--- src/rtl/crlf_at_pkg.sv ---
// shared types, codes and constants of the crlf line receiver
package crlf_at_pkg;

  localparam int unsigned BUF_DEPTH_DEF = 256;

  typedef enum logic [1:0] {
    CMD_BYTE  = 2'd0,
    CMD_REARM = 2'd1,
    CMD_READ  = 2'd2,
    CMD_NONE  = 2'd3
  } cmd_t;

  localparam logic [7:0] CHAR_CR   = 8'h0d;
  localparam logic [7:0] CHAR_LF   = 8'h0a;
  localparam logic [7:0] CHAR_A    = 8'h41;
  localparam logic [7:0] CHAR_T    = 8'h54;
  localparam logic [7:0] CHAR_ZERO = 8'h30;
  localparam logic [7:0] CHAR_ONE  = 8'h31;

  // line status flags, as held by the control unit
  typedef struct packed {
    logic done;
    logic cr;
    logic power;
  } status_t;

endpackage

--- src/rtl/crlf_at_if.sv ---
// valid/ready channel interfaces for the input and result beats
interface crlf_at_in_if;
  import crlf_at_pkg::*;
  logic       valid;
  logic       ready;
  cmd_t       cmd;
  logic [7:0] rx_byte;
  logic [7:0] read_index;

  modport source (output valid, cmd, rx_byte, read_index, input ready);
  modport sink   (input valid, cmd, rx_byte, read_index, output ready);
endinterface

interface crlf_at_out_if;
  logic       valid;
  logic       ready;
  logic       line_done;
  logic       cr_pending;
  logic [7:0] byte_count;
  logic       power_on;
  logic [7:0] read_data;

  modport source (output valid, line_done, cr_pending, byte_count, power_on, read_data,
                  input ready);
  modport sink   (input valid, line_done, cr_pending, byte_count, power_on, read_data,
                  output ready);
endinterface

--- src/rtl/crlf_line_receiver_at_command.sv ---
// top level of the crlf line receiver with at power command
// Takes one beat per clock while ready: a received byte, a rearm or a line store read. Each
// input beat gives one result beat, registered, in the cycle after acceptance; a new beat is
// taken in the same cycle as the previous result leaves, so the sustained rate is one item per
// cycle while out_if.ready holds, set by the one-deep result register; the line store has
// separate read and write ports. The result shows the flags and byte count after the item, and
// for a read the stored byte (zero beyond the store depth). After reset the store is swept to
// zero, one entry a cycle, during which in_if.ready stays low. Bytes 0 to 3 of the store are
// mirrored in flip-flops so that the AT00 / AT01 check runs in the cycle of the line feed.
module crlf_line_receiver_at_command import crlf_at_pkg::*; #(
  parameter int unsigned BUF_DEPTH = BUF_DEPTH_DEF
) (
  input logic          clk,
  input logic          rst_n,
  crlf_at_in_if.sink   in_if,
  crlf_at_out_if.source out_if
);

  localparam int unsigned AW = $clog2(BUF_DEPTH);

  logic          accept;
  logic          clr_busy;
  logic          out_valid_r, out_valid_nxt;
  logic          rd_hit_r, rd_hit_nxt;
  logic          rd_en;
  logic          idx_in_range;
  logic [7:0]    rd_data;
  logic          wr_en;
  logic [AW-1:0] wr_addr;
  logic [7:0]    wr_data;
  status_t       status;
  logic [AW-1:0] count;

  // one-deep result stage: refill in the cycle it drains
  assign in_if.ready = !clr_busy && (!out_valid_r || out_if.ready);
  assign accept      = in_if.valid && in_if.ready;

  assign idx_in_range = (32'(in_if.read_index) < 32'(BUF_DEPTH));
  assign rd_en        = accept && (in_if.cmd == CMD_READ) && idx_in_range;

  always_comb begin
    out_valid_nxt = out_valid_r;
    rd_hit_nxt    = rd_hit_r;
    if (accept) begin
      out_valid_nxt = 1'b1;
      rd_hit_nxt    = rd_en;
    end else if (out_if.ready) begin
      out_valid_nxt = 1'b0;
    end
  end

  always_ff @(posedge clk) begin
    if (!rst_n) begin
      out_valid_r <= 1'b0;
      rd_hit_r    <= 1'b0;
    end else begin
      out_valid_r <= out_valid_nxt;
      rd_hit_r    <= rd_hit_nxt;
    end
  end

  crlf_at_ctrl #(.BUF_DEPTH(BUF_DEPTH)) u_ctrl (
    .clk     (clk),
    .rst_n   (rst_n),
    .accept  (accept),
    .cmd     (in_if.cmd),
    .rx_byte (in_if.rx_byte),
    .wr_en   (wr_en),
    .wr_addr (wr_addr),
    .wr_data (wr_data),
    .status  (status),
    .count   (count)
  );

  crlf_at_store #(.BUF_DEPTH(BUF_DEPTH)) u_store (
    .clk      (clk),
    .rst_n    (rst_n),
    .wr_en    (wr_en),
    .wr_addr  (wr_addr),
    .wr_data  (wr_data),
    .rd_en    (rd_en),
    .rd_addr  (AW'(in_if.read_index)),
    .rd_data  (rd_data),
    .clr_busy (clr_busy)
  );

  // status registers change only on acceptance, so they already hold the post-item state
  assign out_if.valid      = out_valid_r;
  assign out_if.line_done  = status.done;
  assign out_if.cr_pending = status.cr;
  assign out_if.byte_count = 8'(count);
  assign out_if.power_on   = status.power;
  assign out_if.read_data  = rd_hit_r ? rd_data : 8'h00;

  a_no_accept_in_sweep: assert property (@(posedge clk) disable iff (!rst_n)
    clr_busy |-> !in_if.ready)
    else $error("beat taken during store sweep");

  a_accept_gives_result: assert property (@(posedge clk) disable iff (!rst_n)
    accept |=> out_valid_r)
    else $error("accepted beat gave no result");

  a_no_overwrite: assert property (@(posedge clk) disable iff (!rst_n)
    (out_valid_r && !out_if.ready) |-> !accept)
    else $error("result overwritten while stalled");

endmodule

--- src/rtl/crlf_at_store.sv ---
// line store memory with a clearing sweep after reset
module crlf_at_store import crlf_at_pkg::*; #(
  parameter int unsigned BUF_DEPTH = BUF_DEPTH_DEF,
  localparam int unsigned AW = $clog2(BUF_DEPTH)
) (
  input  logic          clk,
  input  logic          rst_n,
  input  logic          wr_en,
  input  logic [AW-1:0] wr_addr,
  input  logic [7:0]    wr_data,
  input  logic          rd_en,
  input  logic [AW-1:0] rd_addr,
  output logic [7:0]    rd_data,
  output logic          clr_busy
);

  logic [7:0]    mem [BUF_DEPTH];
  logic [7:0]    rd_data_r;
  logic          clr_busy_r, clr_busy_nxt;
  logic [AW-1:0] clr_addr_r, clr_addr_nxt;
  logic          we;
  logic [AW-1:0] waddr;
  logic [7:0]    wdata;

  always_comb begin
    clr_busy_nxt = clr_busy_r;
    clr_addr_nxt = clr_addr_r;
    if (clr_busy_r) begin
      clr_addr_nxt = clr_addr_r + 1'b1;
      if (clr_addr_r == AW'(BUF_DEPTH - 1)) begin
        clr_busy_nxt = 1'b0;
      end
    end
  end

  always_ff @(posedge clk) begin
    if (!rst_n) begin
      clr_busy_r <= 1'b1;
      clr_addr_r <= '0;
    end else begin
      clr_busy_r <= clr_busy_nxt;
      clr_addr_r <= clr_addr_nxt;
    end
  end

  // sweep owns the write port while busy
  assign we    = clr_busy_r || wr_en;
  assign waddr = clr_busy_r ? clr_addr_r : wr_addr;
  assign wdata = clr_busy_r ? 8'h00 : wr_data;

  always_ff @(posedge clk) begin
    if (we) begin
      mem[waddr] <= wdata;
    end
  end

  always_ff @(posedge clk) begin
    if (rd_en) begin
      rd_data_r <= mem[rd_addr];
    end
  end

  assign rd_data  = rd_data_r;
  assign clr_busy = clr_busy_r;

endmodule

--- src/rtl/crlf_at_ctrl.sv ---
// line status flags, byte count, command bytes and the at power decode
module crlf_at_ctrl import crlf_at_pkg::*; #(
  parameter int unsigned BUF_DEPTH = BUF_DEPTH_DEF,
  localparam int unsigned AW = $clog2(BUF_DEPTH)
) (
  input  logic          clk,
  input  logic          rst_n,
  input  logic          accept,
  input  cmd_t          cmd,
  input  logic [7:0]    rx_byte,
  output logic          wr_en,
  output logic [AW-1:0] wr_addr,
  output logic [7:0]    wr_data,
  output status_t       status,
  output logic [AW-1:0] count
);

  status_t       st_r, st_nxt;
  logic [AW-1:0] count_r, count_nxt;
  logic [7:0]    head_r [4];
  logic [7:0]    head_nxt [4];
  logic          is_head;
  logic          at_match;
  logic          power_nxt;

  assign is_head = (count_r[AW-1:2] == '0);

  always_comb begin
    st_nxt    = st_r;
    count_nxt = count_r;
    wr_en     = 1'b0;
    wr_data   = rx_byte;
    if (accept) begin
      case (cmd)
        CMD_BYTE: begin
          if (!st_r.done) begin
            if (st_r.cr) begin
              if (rx_byte != CHAR_LF) begin
                st_nxt.cr = 1'b0;
                count_nxt = '0;
              end else begin
                st_nxt.done = 1'b1;
                wr_en       = 1'b1;
              end
            end else if (rx_byte == CHAR_CR) begin
              st_nxt.cr = 1'b1;
            end else begin
              wr_en = 1'b1;
              // store full drops the line
              if (count_r == AW'(BUF_DEPTH - 1)) begin
                count_nxt = '0;
              end else begin
                count_nxt = count_r + 1'b1;
              end
            end
          end
        end
        CMD_REARM: begin
          st_nxt.done = 1'b0;
          st_nxt.cr   = 1'b0;
          count_nxt   = '0;
        end
        default: begin
        end
      endcase
    end
  end

  assign wr_addr = count_r;

  // mirror of store bytes 0 to 3 with this beat's write applied
  always_comb begin
    for (int i = 0; i < 4; i++) begin
      head_nxt[i] = head_r[i];
    end
    if (wr_en && is_head) begin
      head_nxt[count_r[1:0]] = wr_data;
    end
  end

  assign at_match = (head_nxt[0] == CHAR_A) && (head_nxt[1] == CHAR_T) &&
                    (head_nxt[2] == CHAR_ZERO);

  // power decode only on the terminating line feed
  always_comb begin
    power_nxt = st_r.power;
    if (st_nxt.done && !st_r.done && at_match) begin
      if (head_nxt[3] == CHAR_ZERO) begin
        power_nxt = 1'b1;
      end else if (head_nxt[3] == CHAR_ONE) begin
        power_nxt = 1'b0;
      end
    end
  end

  always_ff @(posedge clk) begin
    if (!rst_n) begin
      st_r    <= '0;
      count_r <= '0;
      for (int i = 0; i < 4; i++) begin
        head_r[i] <= 8'h00;
      end
    end else begin
      st_r.done  <= st_nxt.done;
      st_r.cr    <= st_nxt.cr;
      st_r.power <= power_nxt;
      count_r    <= count_nxt;
      for (int i = 0; i < 4; i++) begin
        head_r[i] <= head_nxt[i];
      end
    end
  end

  assign status = st_r;
  assign count  = count_r;

  a_done_keeps_cr: assert property (@(posedge clk) disable iff (!rst_n)
    st_r.done |-> st_r.cr)
    else $error("line done without cr flag");

  a_count_frozen_when_done: assert property (@(posedge clk) disable iff (!rst_n)
    (st_r.done && !(accept && cmd == CMD_REARM)) |=> $stable(count_r))
    else $error("count moved while line held");

  a_no_write_when_done: assert property (@(posedge clk) disable iff (!rst_n)
    st_r.done |-> !wr_en)
    else $error("store written while line held");

endmodule
--- src/flat_wrapper.sv ---
// flat-port wrapper written by rule: the top's interface ports become plain ports
module crlf_line_receiver_at_command_flat import crlf_at_pkg::*;
#(
  parameter int unsigned BUF_DEPTH = BUF_DEPTH_DEF
)
  (clk, rst_n, in_if_valid, in_if_cmd, in_if_rx_byte, in_if_read_index, in_if_ready, out_if_valid, out_if_line_done, out_if_cr_pending, out_if_byte_count, out_if_power_on, out_if_read_data, out_if_ready);
  crlf_at_in_if in_if_i ();
  crlf_at_out_if out_if_i ();
  input logic clk;
  input logic rst_n;
  input wire logic [$bits(in_if_i.valid)-1:0] in_if_valid;
  input wire logic [$bits(in_if_i.cmd)-1:0] in_if_cmd;
  input wire logic [$bits(in_if_i.rx_byte)-1:0] in_if_rx_byte;
  input wire logic [$bits(in_if_i.read_index)-1:0] in_if_read_index;
  output wire logic [$bits(in_if_i.ready)-1:0] in_if_ready;
  output wire logic [$bits(out_if_i.valid)-1:0] out_if_valid;
  output wire logic [$bits(out_if_i.line_done)-1:0] out_if_line_done;
  output wire logic [$bits(out_if_i.cr_pending)-1:0] out_if_cr_pending;
  output wire logic [$bits(out_if_i.byte_count)-1:0] out_if_byte_count;
  output wire logic [$bits(out_if_i.power_on)-1:0] out_if_power_on;
  output wire logic [$bits(out_if_i.read_data)-1:0] out_if_read_data;
  input wire logic [$bits(out_if_i.ready)-1:0] out_if_ready;
  assign in_if_i.valid = in_if_valid;
  assign in_if_i.cmd = in_if_cmd;
  assign in_if_i.rx_byte = in_if_rx_byte;
  assign in_if_i.read_index = in_if_read_index;
  assign in_if_ready = in_if_i.ready;
  assign out_if_valid = out_if_i.valid;
  assign out_if_line_done = out_if_i.line_done;
  assign out_if_cr_pending = out_if_i.cr_pending;
  assign out_if_byte_count = out_if_i.byte_count;
  assign out_if_power_on = out_if_i.power_on;
  assign out_if_read_data = out_if_i.read_data;
  assign out_if_i.ready = out_if_ready;
  crlf_line_receiver_at_command #(.BUF_DEPTH(BUF_DEPTH)) u_core (.clk(clk), .rst_n(rst_n), .in_if(in_if_i), .out_if(out_if_i));
endmodule
--- config.mk ---
export PLATFORM = sky130hd
export DESIGN_NAME = crlf_line_receiver_at_command_flat
export DESIGN_NICKNAME = d
export VERILOG_FILES = /design/src/rtl/crlf_at_pkg.sv /design/src/rtl/crlf_at_if.sv /design/src/rtl/crlf_line_receiver_at_command.sv /design/src/rtl/crlf_at_store.sv /design/src/rtl/crlf_at_ctrl.sv /design/src/flat_wrapper.sv
export SDC_FILE = /design/constraint.sdc
export NUM_CORES = 2
export LEC_CHECK = 0
export ABC_AREA = 1
export BUFFER_PORTS_ARGS = -buffer_cell sky130_fd_sc_hd__buf_4
export CAP_MARGIN = 20
export CORE_MARGIN = 1
export CORE_UTILIZATION = 36
export DETAILED_ROUTE_END_ITERATION = 10
export SLEW_MARGIN = 20
export SYNTH_ARGS = -nofsm -noshare
export SYNTH_HDL_FRONTEND = slang
export SYNTH_SLANG_ARGS = --single-unit
export TNS_END_PERCENT = 100
--- constraint.sdc ---
create_clock -name clk -period 16.95 [get_ports clk]
set_input_delay 5.085 -clock clk [delete_from_list [all_inputs] [get_ports clk]]
set_output_delay 5.085 -clock clk [all_outputs]
set_load 0.02 [all_outputs]
Word level (Yosys, flattened, before mapping)
Memories as Yosys holds them, arrays and structs flattened. A register that Yosys moved wholly into a read port is not among the register bits.
Cells that the tools add are included.
{ "op_classes": {"n_addsub": 2, "order_cmp": 2, "eq_ne": 14, "muxes": 39, "bitwise_logic": 5, "reduce_logical": 22} }
{ "op_table": {"columns": ["op", "count"], "rows": [
  ["$mux W8", 13],
  ["$bwmux W32", 1],
  ["$mux W32", 1],
  ["$eq A8 B6 Y1 const B", 3],
  ["$mux W1", 19],
  ["$add A8 B1 Y8 const B", 2],
  ["$demux W8 S2", 1],
  ["$eq A8 B7 Y1 const B", 2],
  ["$eq A8 B8 Y1 const B", 2],
  ["$pmux W8 S2", 1],
  ["$logic_and A1 B1 Y1", 9],
  ["$eq A8 B4 Y1 const B", 1],
  ["$ne A8 B4 Y1 const B", 1],
  ["$logic_not A6 Y1", 1],
  ["$ne A3 B3 Y1 const B", 2],
  ["$reduce_bool A2 Y1", 3],
  ["$reduce_and A5 Y1", 1],
  ["$mux W2", 2],
  ["$or A1 B1 Y1", 4],
  ["$pmux W2 S2", 1],
  ["$ge A3 B3 Y1 const B", 1],
  ["$logic_not A1 Y1", 3],
  ["$lt A3 B1 Y1 const B", 1],
  ["$not A2 Y3", 1],
  ["7 further kinds", 8]
]} }
{ "word_totals": {"register_bits": 22, "ram_bits": 2080, "memories": 2} }
{ "memory_table": {"columns": ["memory", "words", "word_bits", "rd", "rd_clocked_by_memory_dff", "write_ports", "line", "text"], "rows": [
  ["u_core.u_store.mem", 256, 8, 1, 1, 1, "crlf_at_store.sv:17", "logic [7:0] mem [BUF_DEPTH];"],
  ["u_core.u_ctrl.head_r", 4, 8, 4, 0, 4, "crlf_at_ctrl.sv:20", "logic [7:0] head_r [4];"]
]} }

Logic depth before layout (Yosys ltp)
{ "depth": {"word_depth": 13, "ltp_mapped": 17, "depth_no_buf": 16} }

By module
From an unflattened synthesis, not the netlist that was laid out.
{ "hier_totals": {"cells_unflattened": 7521, "area_unflattened_um2": 86927.1} }
{ "modules_own_cells": {"columns": ["module", "n_inst", "cells_per_inst", "area_per_inst_um2", "seq_area_each_um2"], "rows": [
  ["crlf_at_store", 1, 7085, 84118.2, 61919.4],
  ["crlf_at_ctrl", 1, 401, 2623.8, 860.8],
  ["crlf_line_receiver_at_command", 1, 35, 185.2, 40.0]
]} }

Worst setup path before layout
No wires, ideal clock.
{ "synth_timing": {"path_kind": "input to register", "start": "in in_if_rx_byte[4]", "end": "mem u_core.u_store.mem[0][4], data pin", "arrival_time_ps": 11090, "slack_ps": 4453, "stages": 2, "cell_sequence": "inv_2 nor2_1"} }
{ "synth_between": {"elab_chain_len": 1} }
{ "synth_lines": {"columns": ["element", "line", "text"], "rows": [
  ["start, declared", "flat_wrapper.sv:13", "input wire logic [$bits(in_if_i.rx_byte)-1:0] in_if_rx_byte;"],
  ["$mux W8", "crlf_at_store.sv:49", "assign wdata = clr_busy_r ? 8'h00 : wr_data;"],
  ["net u_core.u_store.wdata[4]", "crlf_at_store.sv:23", "logic [7:0] wdata;"],
  ["end, declared", "crlf_at_store.sv:17", null]
]} }
The timed path passes the listed nets, and every way through them passes these cells.

Worst setup path after layout
{ "layout_timing": {"start": "in out_if_ready", "end": "out in_if_ready"} }
{ "layout_between": {"elab_chain_len": 2} }
{ "layout_lines": {"columns": ["element", "line", "text"], "rows": [
  ["start, declared", "flat_wrapper.sv:22", "input wire logic [$bits(out_if_i.ready)-1:0] out_if_ready;"],
  ["$logic_or A1 B1 Y1", "crlf_line_receiver_at_command.sv:35", "assign in_if.ready = !clr_busy && (!out_valid_r || out_if.ready);"],
  ["$logic_and A1 B1 Y1", "crlf_line_receiver_at_command.sv:35", null],
  ["end, declared", "flat_wrapper.sv:15", "output wire logic [$bits(in_if_i.ready)-1:0] in_if_ready;"]
]} }
No other way between the ends.

==> metrics <==
Synth area leader=edfxtp_1; initial antenna violation count=9; pin count of the biggest net entering global routing=209; vias in the first global route=52399; Slew Viols, Final=0; remaining antenna violation count=0; fmax=0.0945 GHz; fraction of registers with async set/reset=0%; power density cells=between 100 and 150 nW/um^2; maximum vdd drop=0.0897 mV; Multi-input gate area=19600 sq um; Synth Cell Area=84900 sq um; R2R Setup Slk=12370 ps; final worst path period share=62.5%; Synth top cells by count=edfxtp_1 (2056), nor2_1 (1346), o21ai_0 (1051); post-CTS resize count=0; CTS buffer count=208; Pint=8250 uW; Avg Cell Area, Syn=12.2 sq um; clk slew on worst S/H paths=50 ps; Core Area=234000 sq um; area share of the largest cell type after synthesis=72.7%; hold_buf cts=0; syn nets=6991; # setup viols final=0; hpwl dp=about 120000 microns; Clock Power Share=41.9%; Pre-Repair DR Iteration Count=6; crit path kind=input pin to primary output; YS warnings=0; Net Sw Power=2350 uW; dominant synthesized flop cell=edfxtp_1; relative slew slack=17.3%; pre-CTS WS=6360 ps; Critical Path Fanout Max=2; routed vias/inst=5.52; Detailed Route WL=231000 microns; IO Port Bufs=42; Clock Skews=roughly 35 ps; outcome=finished clean; WHS Endpoint=u_core.u_store.clr_addr_r[7]; Setup Buffers After CTS=0; worst hold path type=flop to flop; sequential cell area=62800 sq um; Overflow after GRT=0; r2r endpoint=u_core.u_store.mem[99][3]; vias post-DR=55790; combinational power share=4.9%; CTS root buf=clkbuf_16; sw frac=22.2%; initial core utilization=36.4%; ranking of synthesized cells by area=edfxtp_1 (73%), o21ai_0 (6.2%), nor2_1 (5.9%); total negative slack=0 ps; Seq pwr share=53.3%; top-count cell post-synth=edfxtp_1; Arrival @ worst endpoint=between 5000 and 6000 ps; number of enable flip-flop cells after synthesis=2056; FF+latch count, synth=2110; final net count=approximately 7000; area of the die=238000 sq um; drt drc=0; Worst-Skew Late Latency=850 ps; H-Tree Depth=4; DR iter-0 viols=6558; first-pass GRT wire length=341000 microns; leak pwr=between 0.03 and 0.04 uW; routability cong.=0.804; row count=177; IO Count=between 40 and 50; CTS tree=yes; Post-Syn Instances=a little under 7000; Syn-to-layout area delta=11.1%; synth unique cells=~40; RSZ-0062 raised after global routing=false; worst reg2reg path startpoint=u_core.u_store.clr_busy; CTS sink count=approximately 2100; r2r worst-path depth=8; final setup margin=about 6400 ps; Clock Tree Buf Depth=3; worst slew pin tran=1240 ps; hold slack=around 490 ps; HP Start=u_core.u_store.clr_addr_r[6]; sequential share of the synthesized area=74.0%; fillcell total=21633; Final Hold Violating Endpoints=0; layout cells sized above 1=6.54%; Final min period=around 11000 ps; Critical Path RT=approximately 12000 ps; per-cell routed wire length=roughly 23 microns; Max-Cap Viols=0; die width=488 microns; GRT Overall Usage=roughly a fifth; die extent in y=a little under 500 microns; WHS Path Cells=2; CP endpoint kind=primary output; Critical Path Start Type=input pin
==> power by group through the flow <==
stage | Sequential [uW] | Combinational, uW | Clock, uW
2_1_floorplan | 5750 | 336 | 0
3_3_place_gp | 5750 | 506 | 0
3_5_place_dp | 5750 | 511 | 0
4_1_cts | 5640 | 513 | 4480
5_1_grt | 5640 | 560 | 4670
6_report | 5640 | 519 | 4440
==> worst max-delay path by stage <==
stage,start,depth (start not counted),to
finish,out_if_ready,4,in_if_ready
global route,out_if_ready,4,in_if_ready
CTS,out_if_ready,4,in_if_ready
detailed placement,out_if_ready,4,in_if_ready
global placement,out_if_ready,4,in_if_ready
floorplan,in_if_rx_byte[4],2,u_core.u_store.mem[0][4]
==> cell families after synthesis <==
group | count (synthesis) | synth area share (%)
and+or+nand+nor | 2628 | 12.6
DFF | 2110 | 74.0
AOI/OAI and AO/OA | 1618 | 10.3
buffers and inverters | 597 | 3.04
adders and majority gates | 5 | 0.0737
xor gates and xnor gates | 4 | 0.0412
muxes | 2 | 0.0236
==> routing by layer <==
layer | GRT usage (%) | routed length, microns
met4 | 6.28 | 6770
met1 | 26.6 | 96900
met2 | 29.8 | 108000
met3 | 2.75 | 19100
met5 | 0 | 0
==> placed cells by master (no fill, tap or decap), types with 3 or more instances in the layout <==
cell type / n
nor3_1: 10
nand2_1: 682
o22ai_1: 496
dfxtp_1: 54
nand3_1: 548
inv_6: 7
inv_16: 3
buf_12: 9
nand4_1: 3
buf_8: 3
clkbuf_1: 38
o21ai_0: 1051
nor2_1: 1338
inv_1: 88
clkinvlp_4: 3
nor2_4: 11
a21oi_1: 59
bufinv_16: 12
clkbuf_16: 213
buf_4: 114
or2_2: 3
ha_1: 5
or2_1: 8
diode_2: 3
clkinv_2: 42
clkinv_1: 60
clkinvlp_2: 4
xor2_1: 4
nand2_2: 17
o21a_1: 3
edfxtp_1: 2056
==> sequential cells by signal (all words and copies together), names as in the netlist <==
| name | cells |
|---|---|
| u_core.out_if.valid | 1 |
| u_core.u_ctrl.head_r | 32 |
| u_core.rd_hit_r | 1 |
| u_core.u_store.mem | 2048 |
| u_core.u_store.clr_addr_r | 8 |
| u_core.u_ctrl.count | 8 |
| u_core.u_ctrl.status | 3 |
| u_core.u_store.clr_busy | 1 |
| u_core.u_store.rd_data | 8 |
==> critical path, stage by stage <==
cell and delay (ps):
buf_4 80, inv_1 50, a21oi_1 130, buf_4 160
==> stage by stage <==
step           cell area, sq um  cells  utilization (%)  total power [uW]
6_report                  94300  10106             40.4             10600
5_1_grt                   94300  10103             40.4             10900
3_3_place_gp              87800   9718             37.6              6260
3_5_place_dp              87900   9719             37.6              6270
2_1_floorplan             84900   6964                -              6090
4_1_cts                   94300  10102             40.4             10600
==> area by class of cell <==
type	instances	share of cell area [%]
Tap cell	3132	4.15
Clock buffer	251	5.80
Antenna cell	3	0.00796
Sequential cell	2110	66.6
Inverter	95	0.439
Timing Repair Buffer	126	1.15
Clock inverter	132	1.05
Multi-Input combinational cell	4257	20.8
No activity file was read; power rests on OpenSTA's default activity.
